[config.mk]
export PLATFORM = sky130hd
export DESIGN_NAME = thd_ratio_engine
export DESIGN_NICKNAME = d
export VERILOG_FILES = /design/src/hdl/thd_pkg.sv /design/src/hdl/thd_ratio_engine.sv /design/src/hdl/thd_front.sv /design/src/hdl/thd_queue.sv /design/src/hdl/thd_back.sv
export SDC_FILE = /design/constraint.sdc
export NUM_CORES = 2
export LEC_CHECK = 0
export BUFFER_PORTS_ARGS = -buffer_cell sky130_fd_sc_hd__buf_2
export CAP_MARGIN = 0
export CELL_PAD_IN_SITES_DETAIL_PLACEMENT = 0
export CELL_PAD_IN_SITES_GLOBAL_PLACEMENT = 1
export CORE_ASPECT_RATIO = 2
export CORE_MARGIN = 1.5
export CORE_UTILIZATION = 50
export DETAILED_ROUTE_END_ITERATION = 12
export GPL_TIMING_DRIVEN = 0
export PLACE_DENSITY = 0.84
export SETUP_SLACK_MARGIN = 0.4
export SLEW_MARGIN = 20
export SYNTH_ARGS = -nofsm -noshare
export SYNTH_HDL_FRONTEND = slang
export SYNTH_SLANG_ARGS = --single-unit
[constraint.sdc]
create_clock -name clk -period 12.4 [get_ports clk]
set_input_delay 2.48 -clock clk [delete_from_list [all_inputs] [get_ports clk]]
set_output_delay 2.48 -clock clk [all_outputs]
set_load 0.02 [all_outputs]
[src/hdl/thd_pkg.sv]
// ----------------------------------------------------------------------------
// thd_pkg
// Shared constants, types and codes of the harmonic distortion engine.
// ----------------------------------------------------------------------------
package thd_pkg;

    localparam int MAG_WIDTH_DEF     = 24;
    localparam int MAG_WIDTH_MAX     = 31;
    localparam int MAX_HARMONICS_DEF = 64;

    // Frames that may wait between the accumulator and the root/divide unit.
    localparam int QUEUE_DEPTH = 2;

    localparam int SUM_W      = 64;
    localparam int ROOT_W     = SUM_W / 2;
    localparam int THD_W      = 32;
    localparam int THD_SCALE  = 25600;
    localparam int SCALE_W    = 15;
    localparam int PROD_W     = ROOT_W + SCALE_W;
    localparam int SQRT_STEPS = ROOT_W;
    localparam int DIV_STEPS  = PROD_W;
    localparam int STEP_W     = $clog2(DIV_STEPS);

    typedef enum logic [1:0] {
        STATUS_OK        = 2'd0,
        STATUS_FEW       = 2'd1,
        STATUS_ZERO_FUND = 2'd2
    } thd_status_t;

    // One finished frame as handed from the accumulator to the back end.
    typedef struct packed {
        logic [MAG_WIDTH_MAX-1:0] fund;
        logic [SUM_W-1:0]         sum;
        logic                     clipped;
        logic                     few;
    } frame_rec_t;

    typedef enum logic [2:0] {
        BK_IDLE,
        BK_SQRT,
        BK_SCALE,
        BK_DIV,
        BK_HOLD
    } back_state_t;

endpackage

[src/hdl/thd_ratio_engine.sv]
// Streams frames of harmonic magnitudes and returns total harmonic distortion
// in units of 1/256 percent. The front end takes one magnitude per clock cycle
// while s_tready is high, and squares and accumulates it in a two-stage
// pipeline; a two-entry queue holds finished frames. For a normal frame the
// back end loads the record, runs the bit-serial square root, scales, runs the
// bit-serial divide and loads the result register; a frame that is too short
// or has a zero fundamental is loaded and goes straight to the result
// register. The result register is loaded only once the output can take it.
// Input is held off only while the queue holds, or is about to receive, two
// finished frames.

// ----------------------------------------------------------------------------
// thd_ratio_engine
// Top level: accumulator front end, frame queue and root/divide back end.
// ----------------------------------------------------------------------------
module thd_ratio_engine
    import thd_pkg::*;
#(
    parameter int MAG_WIDTH     = MAG_WIDTH_DEF,
    parameter int MAX_HARMONICS = MAX_HARMONICS_DEF,
    localparam int IN_TDATA_W   = ((MAG_WIDTH + 7) / 8) * 8
)
(
    input  logic                  clk,
    input  logic                  rst_n,
    input  logic                  s_tvalid,
    output logic                  s_tready,
    input  logic [IN_TDATA_W-1:0] s_tdata,   // magnitude
    input  logic                  s_tlast,
    output logic                  m_tvalid,
    input  logic                  m_tready,
    output logic [THD_W-1:0]      m_tdata,   // thd_value
    output logic [2:0]            m_tuser    // status[1:0], saturated
);

    localparam int LVL_W = $clog2(QUEUE_DEPTH + 1);

    logic             q_push;
    frame_rec_t       q_push_rec;
    logic             q_pop;
    frame_rec_t       q_head_rec;
    logic             q_not_empty;
    logic [LVL_W-1:0] q_level;

    thd_front #(
        .MAG_WIDTH     (MAG_WIDTH),
        .MAX_HARMONICS (MAX_HARMONICS)
    ) u_front (
        .clk      (clk),
        .rst_n    (rst_n),
        .s_tvalid (s_tvalid),
        .s_tready (s_tready),
        .s_tdata  (s_tdata),
        .s_tlast  (s_tlast),
        .q_level  (q_level),
        .q_push   (q_push),
        .q_rec    (q_push_rec)
    );

    thd_queue u_queue (
        .clk       (clk),
        .rst_n     (rst_n),
        .push      (q_push),
        .push_rec  (q_push_rec),
        .pop       (q_pop),
        .head_rec  (q_head_rec),
        .not_empty (q_not_empty),
        .level     (q_level)
    );

    thd_back #(
        .MAG_WIDTH (MAG_WIDTH)
    ) u_back (
        .clk      (clk),
        .rst_n    (rst_n),
        .q_valid  (q_not_empty),
        .q_rec    (q_head_rec),
        .q_pop    (q_pop),
        .m_tvalid (m_tvalid),
        .m_tready (m_tready),
        .m_tdata  (m_tdata),
        .m_tuser  (m_tuser)
    );

endmodule

[src/hdl/thd_front.sv]
// ----------------------------------------------------------------------------
// thd_front
// Accepts harmonic magnitudes, squares them and keeps the frame's sum.
// ----------------------------------------------------------------------------
module thd_front
    import thd_pkg::*;
#(
    parameter int MAG_WIDTH     = MAG_WIDTH_DEF,
    parameter int MAX_HARMONICS = MAX_HARMONICS_DEF,
    localparam int IN_TDATA_W   = ((MAG_WIDTH + 7) / 8) * 8,
    localparam int LVL_W        = $clog2(QUEUE_DEPTH + 1)
)
(
    input  logic                  clk,
    input  logic                  rst_n,
    input  logic                  s_tvalid,
    output logic                  s_tready,
    input  logic [IN_TDATA_W-1:0] s_tdata,   // magnitude
    input  logic                  s_tlast,
    input  logic [LVL_W-1:0]      q_level,
    output logic                  q_push,
    output frame_rec_t            q_rec
);

    localparam int CNT_W = $clog2(MAX_HARMONICS + 1);
    localparam int SQ_W  = 2 * MAG_WIDTH;

    logic                 accept;
    logic [MAG_WIDTH-1:0] mag;
    logic                 acc_en;

    logic                 mid_frame_reg, mid_frame_next;
    logic [CNT_W-1:0]     item_cnt_reg, item_cnt_next;

    logic                 s1_valid_reg;
    logic                 s1_first_reg;
    logic                 s1_last_reg;
    logic                 s1_acc_reg;
    logic                 s1_few_reg;
    logic [MAG_WIDTH-1:0] s1_mag_reg;
    logic [SQ_W-1:0]      s1_sq_reg;

    logic [SUM_W-1:0]     sum_reg, sum_next;
    logic [MAG_WIDTH-1:0] fund_reg, fund_next;
    logic                 clipped_reg, clipped_next;
    logic [SUM_W:0]       sum_add;

    // A last item may enter only if its frame record is sure to find a slot.
    assign s_tready = ({1'b0, q_level} + (LVL_W + 1)'(s1_valid_reg && s1_last_reg))
                      < (LVL_W + 1)'(QUEUE_DEPTH);
    assign accept   = s_tvalid && s_tready;
    assign mag      = s_tdata[MAG_WIDTH-1:0];
    assign acc_en   = mid_frame_reg && (item_cnt_reg < CNT_W'(MAX_HARMONICS));

    always_comb
    begin
        mid_frame_next = mid_frame_reg;
        item_cnt_next  = item_cnt_reg;
        if (accept)
        begin
            if (!mid_frame_reg)
            begin
                item_cnt_next = CNT_W'(1);
            end
            else if (acc_en)
            begin
                item_cnt_next = item_cnt_reg + CNT_W'(1);
            end
            mid_frame_next = !s_tlast;
        end
    end

    always_ff @(posedge clk or negedge rst_n)
    begin
        if (!rst_n)
        begin
            mid_frame_reg <= 1'b0;
            item_cnt_reg  <= '0;
            s1_valid_reg  <= 1'b0;
        end
        else
        begin
            mid_frame_reg <= mid_frame_next;
            item_cnt_reg  <= item_cnt_next;
            s1_valid_reg  <= accept;
        end
    end

    always_ff @(posedge clk)
    begin
        if (accept)
        begin
            s1_first_reg <= !mid_frame_reg;
            s1_last_reg  <= s_tlast;
            s1_acc_reg   <= acc_en;
            s1_few_reg   <= !mid_frame_reg && s_tlast;
            s1_mag_reg   <= mag;
            s1_sq_reg    <= SQ_W'(mag) * SQ_W'(mag);
        end
    end

    assign sum_add = {1'b0, sum_reg} + (SUM_W + 1)'(s1_sq_reg);

    // Harmonics past the limit take neither branch and leave the sum alone.
    always_comb
    begin
        sum_next     = sum_reg;
        fund_next    = fund_reg;
        clipped_next = clipped_reg;
        if (s1_valid_reg)
        begin
            if (s1_first_reg)
            begin
                fund_next    = s1_mag_reg;
                sum_next     = '0;
                clipped_next = 1'b0;
            end
            else if (s1_acc_reg)
            begin
                if (sum_add[SUM_W])
                begin
                    sum_next     = '1;
                    clipped_next = 1'b1;
                end
                else
                begin
                    sum_next = sum_add[SUM_W-1:0];
                end
            end
        end
    end

    always_ff @(posedge clk or negedge rst_n)
    begin
        if (!rst_n)
        begin
            sum_reg     <= '0;
            fund_reg    <= '0;
            clipped_reg <= 1'b0;
        end
        else
        begin
            sum_reg     <= sum_next;
            fund_reg    <= fund_next;
            clipped_reg <= clipped_next;
        end
    end

    assign q_push       = s1_valid_reg && s1_last_reg;
    assign q_rec.fund    = MAG_WIDTH_MAX'(fund_next);
    assign q_rec.sum     = sum_next;
    assign q_rec.clipped = clipped_next;
    assign q_rec.few     = s1_few_reg;

endmodule

[src/hdl/thd_queue.sv]
// ----------------------------------------------------------------------------
// thd_queue
// Short queue of finished frame records between the accumulator and back end.
// ----------------------------------------------------------------------------
module thd_queue
    import thd_pkg::*;
#(
    localparam int LVL_W = $clog2(QUEUE_DEPTH + 1),
    localparam int PTR_W = $clog2(QUEUE_DEPTH)
)
(
    input  logic             clk,
    input  logic             rst_n,
    input  logic             push,
    input  frame_rec_t       push_rec,
    input  logic             pop,
    output frame_rec_t       head_rec,
    output logic             not_empty,
    output logic [LVL_W-1:0] level
);

    frame_rec_t       slot_reg [QUEUE_DEPTH];
    logic [PTR_W-1:0] wr_ptr_reg, wr_ptr_next;
    logic [PTR_W-1:0] rd_ptr_reg, rd_ptr_next;
    logic [LVL_W-1:0] level_reg, level_next;

    always_comb
    begin
        wr_ptr_next = wr_ptr_reg;
        rd_ptr_next = rd_ptr_reg;
        if (push)
        begin
            wr_ptr_next = (wr_ptr_reg == PTR_W'(QUEUE_DEPTH - 1)) ? '0
                                                                : wr_ptr_reg + PTR_W'(1);
        end
        if (pop)
        begin
            rd_ptr_next = (rd_ptr_reg == PTR_W'(QUEUE_DEPTH - 1)) ? '0
                                                                : rd_ptr_reg + PTR_W'(1);
        end
        unique case ({push, pop})
            2'b10:   level_next = level_reg + LVL_W'(1);
            2'b01:   level_next = level_reg - LVL_W'(1);
            default: level_next = level_reg;
        endcase
    end

    always_ff @(posedge clk or negedge rst_n)
    begin
        if (!rst_n)
        begin
            wr_ptr_reg <= '0;
            rd_ptr_reg <= '0;
            level_reg  <= '0;
        end
        else
        begin
            wr_ptr_reg <= wr_ptr_next;
            rd_ptr_reg <= rd_ptr_next;
            level_reg  <= level_next;
        end
    end

    always_ff @(posedge clk)
    begin
        if (push)
        begin
            slot_reg[wr_ptr_reg] <= push_rec;
        end
    end

    assign head_rec  = slot_reg[rd_ptr_reg];
    assign not_empty = (level_reg != '0);
    assign level     = level_reg;

`ifndef NO_ASSERTIONS
    a_no_push_full: assert property (@(posedge clk) disable iff (!rst_n)
        push |-> (level_reg != LVL_W'(QUEUE_DEPTH)))
        else $error("frame record written into a full queue");

    a_no_pop_empty: assert property (@(posedge clk) disable iff (!rst_n)
        pop |-> (level_reg != '0))
        else $error("frame record taken from an empty queue");

    a_level_bound: assert property (@(posedge clk) disable iff (!rst_n)
        level_reg <= LVL_W'(QUEUE_DEPTH))
        else $error("queue level beyond its depth");
`endif

endmodule

[src/hdl/thd_back.sv]
// ----------------------------------------------------------------------------
// thd_back
// Per-frame square root, scaling and divide, with the result register.
// ----------------------------------------------------------------------------
module thd_back
    import thd_pkg::*;
#(
    parameter int MAG_WIDTH = MAG_WIDTH_DEF
)
(
    input  logic             clk,
    input  logic             rst_n,
    input  logic             q_valid,
    input  frame_rec_t       q_rec,
    output logic             q_pop,
    output logic             m_tvalid,
    input  logic             m_tready,
    output logic [THD_W-1:0] m_tdata,   // thd_value
    output logic [2:0]       m_tuser    // status[1:0], saturated
);

    back_state_t          state_reg, state_next;
    logic                 load_out;
    logic                 special;
    logic                 fund_zero;

    logic [SUM_W-1:0]     val_reg;
    logic [ROOT_W:0]      rem_sq_reg;
    logic [ROOT_W-1:0]    root_reg;
    logic [STEP_W-1:0]    step_reg;
    logic [PROD_W-1:0]    quo_reg;
    logic [MAG_WIDTH-1:0] rem_dv_reg;
    logic [MAG_WIDTH-1:0] divisor_reg;
    logic                 clipped_reg;
    thd_status_t          status_reg;

    logic [ROOT_W+2:0]    sq_sh, sq_trial, sq_diff;
    logic                 sq_ge;
    logic [MAG_WIDTH:0]   dv_sh, dv_diff;
    logic                 dv_ge;
    logic                 q_ovf;

    logic                 m_tvalid_reg;
    logic [THD_W-1:0]     m_tdata_reg;
    logic [2:0]           m_tuser_reg;

    assign fund_zero = (q_rec.fund[MAG_WIDTH-1:0] == '0);
    assign special   = q_rec.few || fund_zero;

    // One root bit per cycle: bring down two radicand bits, try 4*root+1.
    assign sq_sh    = {rem_sq_reg, val_reg[SUM_W-1 -: 2]};
    assign sq_trial = {1'b0, root_reg, 2'b01};
    assign sq_ge    = (sq_sh >= sq_trial);
    assign sq_diff  = sq_sh - sq_trial;

    // Restoring divide: dividend bits leave the top of quo_reg while the
    // quotient bits enter at the bottom.
    assign dv_sh   = {rem_dv_reg, quo_reg[PROD_W-1]};
    assign dv_ge   = (dv_sh >= {1'b0, divisor_reg});
    assign dv_diff = dv_sh - {1'b0, divisor_reg};

    assign q_ovf = |quo_reg[PROD_W-1:THD_W];

    always_comb
    begin
        state_next = state_reg;
        unique case (state_reg)
            BK_IDLE:
            begin
                if (q_valid)
                begin
                    state_next = special ? BK_HOLD : BK_SQRT;
                end
            end
            BK_SQRT:
            begin
                if (step_reg == STEP_W'(SQRT_STEPS - 1))
                begin
                    state_next = BK_SCALE;
                end
            end
            BK_SCALE:
            begin
                state_next = BK_DIV;
            end
            BK_DIV:
            begin
                if (step_reg == STEP_W'(DIV_STEPS - 1))
                begin
                    state_next = BK_HOLD;
                end
            end
            BK_HOLD:
            begin
                if (load_out)
                begin
                    state_next = BK_IDLE;
                end
            end
            default: state_next = BK_IDLE;
        endcase
    end

    always_comb
    begin
        q_pop    = (state_reg == BK_IDLE) && q_valid;
        load_out = (state_reg == BK_HOLD) && (!m_tvalid_reg || m_tready);
    end

    always_ff @(posedge clk or negedge rst_n)
    begin
        if (!rst_n)
        begin
            state_reg    <= BK_IDLE;
            m_tvalid_reg <= 1'b0;
        end
        else
        begin
            state_reg <= state_next;
            if (load_out)
            begin
                m_tvalid_reg <= 1'b1;
            end
            else if (m_tready)
            begin
                m_tvalid_reg <= 1'b0;
            end
        end
    end

    always_ff @(posedge clk)
    begin
        unique case (state_reg)
            BK_IDLE:
            begin
                if (q_valid)
                begin
                    val_reg     <= q_rec.sum;
                    divisor_reg <= q_rec.fund[MAG_WIDTH-1:0];
                    clipped_reg <= q_rec.clipped && !special;
                    rem_sq_reg  <= '0;
                    root_reg    <= '0;
                    step_reg    <= '0;
                    quo_reg     <= '0;
                    priority if (q_rec.few)
                    begin
                        status_reg <= STATUS_FEW;
                    end
                    else if (fund_zero)
                    begin
                        status_reg <= STATUS_ZERO_FUND;
                    end
                    else
                    begin
                        status_reg <= STATUS_OK;
                    end
                end
            end
            BK_SQRT:
            begin
                val_reg    <= {val_reg[SUM_W-3:0], 2'b00};
                rem_sq_reg <= sq_ge ? sq_diff[ROOT_W:0] : sq_sh[ROOT_W:0];
                root_reg   <= {root_reg[ROOT_W-2:0], sq_ge};
                step_reg   <= step_reg + STEP_W'(1);
            end
            BK_SCALE:
            begin
                quo_reg    <= PROD_W'(root_reg) * PROD_W'(THD_SCALE);
                rem_dv_reg <= '0;
                step_reg   <= '0;
            end
            BK_DIV:
            begin
                quo_reg    <= {quo_reg[PROD_W-2:0], dv_ge};
                rem_dv_reg <= dv_ge ? dv_diff[MAG_WIDTH-1:0] : dv_sh[MAG_WIDTH-1:0];
                step_reg   <= step_reg + STEP_W'(1);
            end
            BK_HOLD:
            begin
                if (load_out)
                begin
                    m_tdata_reg <= q_ovf ? '1 : quo_reg[THD_W-1:0];
                    m_tuser_reg <= {status_reg, clipped_reg || q_ovf};
                end
            end
            default:
            begin
                step_reg <= '0;
            end
        endcase
    end

    assign m_tvalid = m_tvalid_reg;
    assign m_tdata  = m_tdata_reg;
    assign m_tuser  = m_tuser_reg;

`ifndef NO_ASSERTIONS
    a_special_zero: assert property (@(posedge clk) disable iff (!rst_n)
        (m_tvalid && (m_tuser[2:1] != STATUS_OK)) |-> ((m_tdata == '0) && !m_tuser[0]))
        else $error("special-case result carries a nonzero value or flag");

    a_pop_leaves_idle: assert property (@(posedge clk) disable iff (!rst_n)
        q_pop |=> (state_reg != BK_IDLE))
        else $error("frame taken but back end stayed idle");

    a_sqrt_steps: assert property (@(posedge clk) disable iff (!rst_n)
        (state_reg == BK_SQRT) |-> (step_reg < STEP_W'(SQRT_STEPS)))
        else $error("square root ran past its last step");

    a_load_shows: assert property (@(posedge clk) disable iff (!rst_n)
        load_out |=> m_tvalid)
        else $error("result loaded but not presented");
`endif

endmodule

==> run summary <==
non-filler cells, final: 6131
Reg2Reg Depth: 12
Overflow after GRT: 0
R2R Path Start: u_front.s1_sq_reg[0]
Distinct cells, synth: 92
Clk Latency, worst-skew pair: 620 ps
Syn Nets: 5521
share of the synthesized area in the top cell type: 0.3175
clock buffer depth: 3
Syn Std Cell Area: 49370 sq um
Worst path max stage delay: 950 ps
Synth Area in Compound Gates: 0.09732
Max Cap Violations: 0
# clock sinks: 628
drt initial violations: 1592
setup TNS: 0 ps
WS Path Type: input pin to flop
htree depth: 2
type of origin of the critical path: input pin
Final nets: 5649
initial antenna violation count: 4
global-route wire length before repair: 199300 um
full die area: 100700 sq um
R2R setup slack: 7220 ps
Arrival @ worst endpoint: 10950 ps
Worst-path clk slew: 80 ps
Antenna Nets Post-Route: 0
Core Footprint: 97700 sq um
Cells after DPL: 6035
max reg flops: 180
CP Max Fanout: 10
area of the multi-input gates: 27410 sq um
Setup crit end kind: flop
total number of vias: 33810
share of cells above drive strength 1: 0.06062
Post-synth EDFFs: 522
Initial DRT Pass Iterations: 5
setup ws final: 1817 ps
mux contribution to synthesized area: 0.03087
count leader, synth: inv_1
Seq cells post-synth: 628
Core Util, Final: 0.5462
final worst path period share: 0.8535
Top-Level Pins: 66
CTS root buf: clkbuf_16
filler instances: 8822
fin. max-slew vios: 0
largest family of logic cells by synthesized area: adder cells
Fmax achieved: 94.49 MHz
synth warn: 0
Worst Max-Slew Pin Slew: 1219 ps
post-DP HPWL: 106200 um
largest area contributor in the netlist: edfxtp_1
Final GP Congestion: 0.9615
Critical Path RT: 12760 ps
Syn Area/Cell: 10.62 sq um
Area contributors post-synth: edfxtp_1 32%, fa_1 19%, ha_1 9.8%
Residual DRC: 0
width of the die: 225.2 um
Die Y: 447.4 um
Post-CTS Resized: 0
Setup Viol. Count Final: 0
cells after synthesis: 4647
Slew headroom: 0.1872
port bufs: 65
Post-Synth XOR/XNOR Area: 0.03158
Slowest cell on crit path: clkbuf_1
top_reg_cell synth: edfxtp_1
CP most frequent cell: fa_1
Fin. Hold Viols: 0
crit path launch: s_tdata[16]
setup bufs post-CTS: 0
r2r endpoint: u_queue.slot_reg[1][61]
top cells by instance count after synthesis: 798 x inv_1, 522 x edfxtp_1, 460 x fa_1, 399 x nand2_1, 385 x ha_1
largest net degree at the start of global routing: 72
WL/cell: 21.16 um
vias in the first global route: 36670
CTS tree: built
status: completed
Tmin final: 10580 ps
adder-cell share of the synthesized area: 0.2841
Post-Synth Simple-Gate Area: 0.1108
Core Rows: 162
clock buffer count from CTS: 50
pre-CTS setup slack: 1214 ps
Hold Path Depth: 1
Initial Utilization: 0.5053
Worst Skew: 31.01 ps
ys async rst share: 0.1688
worst hold start: u_front.item_cnt_reg[5]
synth-to-layout area growth: 8.087%
Hold Path End: u_front.item_cnt_reg[5]
GRT Overall Usage: 0.2634
RSZ-0062 raised after global routing: no
DRT Wirelength: 129700 um
Post-CTS Hold Buffers: 0
sequential fraction of the synthesis area: 0.3712
Sequential Area: 18330 sq um
drt via density: 5.514
Hold Crit Class: flop to flop
## worst max-delay path: cells and delay by family
kind            cells  cell delay [ps]
simple gates        4             1040
buf+inv             7             1790
compound gates      6             1520
xor+xnor            1              150
fa+ha+maj           8             3920
## layout make-up
type	instances	area share
Clock inverter	37	0.008113
Sequential cell	628	0.3435
Buffer	157	0.01247
Antenna cell	2	0.00009379
Timing Repair Buffer	76	0.01081
Clock buffer	57	0.02453
Inverter	798	0.05618
Tap cell	1312	0.03076
Multi-Input combinational cell	3064	0.5136
## routing by layer
layer,GRT usage,up-vias,routed length (um)
met2,0.5293,851,73390
met3,0.02856,446,4598
met4,0.2128,0,12430
met5,0,-,0
li1,-,15770,-
met1,0.2267,16750,39310
## placed cells by master (no fill, tap or decap), types with 123 or more instances in the layout
cell	instances
fa_1	460
ha_1	385
nor2_1	245
nand2_1	397
mux2i_1	123
and2_1	157
o21ai_0	203
clkbuf_1	139
inv_1	797
a21oi_1	211
edfxtp_1	522
## kinds of logic after synthesis
family | count (synthesis)
flops | 628
compound gates | 752
fa+ha+maj | 845
xor+xnor | 178
buf+inv | 955
mux | 149
simple gates | 1140
## metrics by stage
step                hold WS (ps)  instance area [sq um]
floorplan                  400.3                  49370
global placement           432.9                  51340
detailed placement         438.1                  51620
CTS                        487.7                  53360
global route               493.8                  53360
finish                     496.5                  53360
## worst max-delay path by stage
stage | endpoint | slack (ps) | cells after the start
floorplan | u_front.s1_sq_reg[47] | 3440 | 25
global placement | u_front.s1_sq_reg[47] | 1240 | 26
detailed placement | u_front.s1_sq_reg[47] | 1210 | 24
CTS | u_front.s1_sq_reg[47] | 1860 | 26
global route | u_front.s1_sq_reg[47] | 1500 | 26
finish | u_front.s1_sq_reg[47] | 1820 | 26
Power is not shown: default switching activity piles up to over one toggle a cycle in this logic, so the estimate is an artifact.
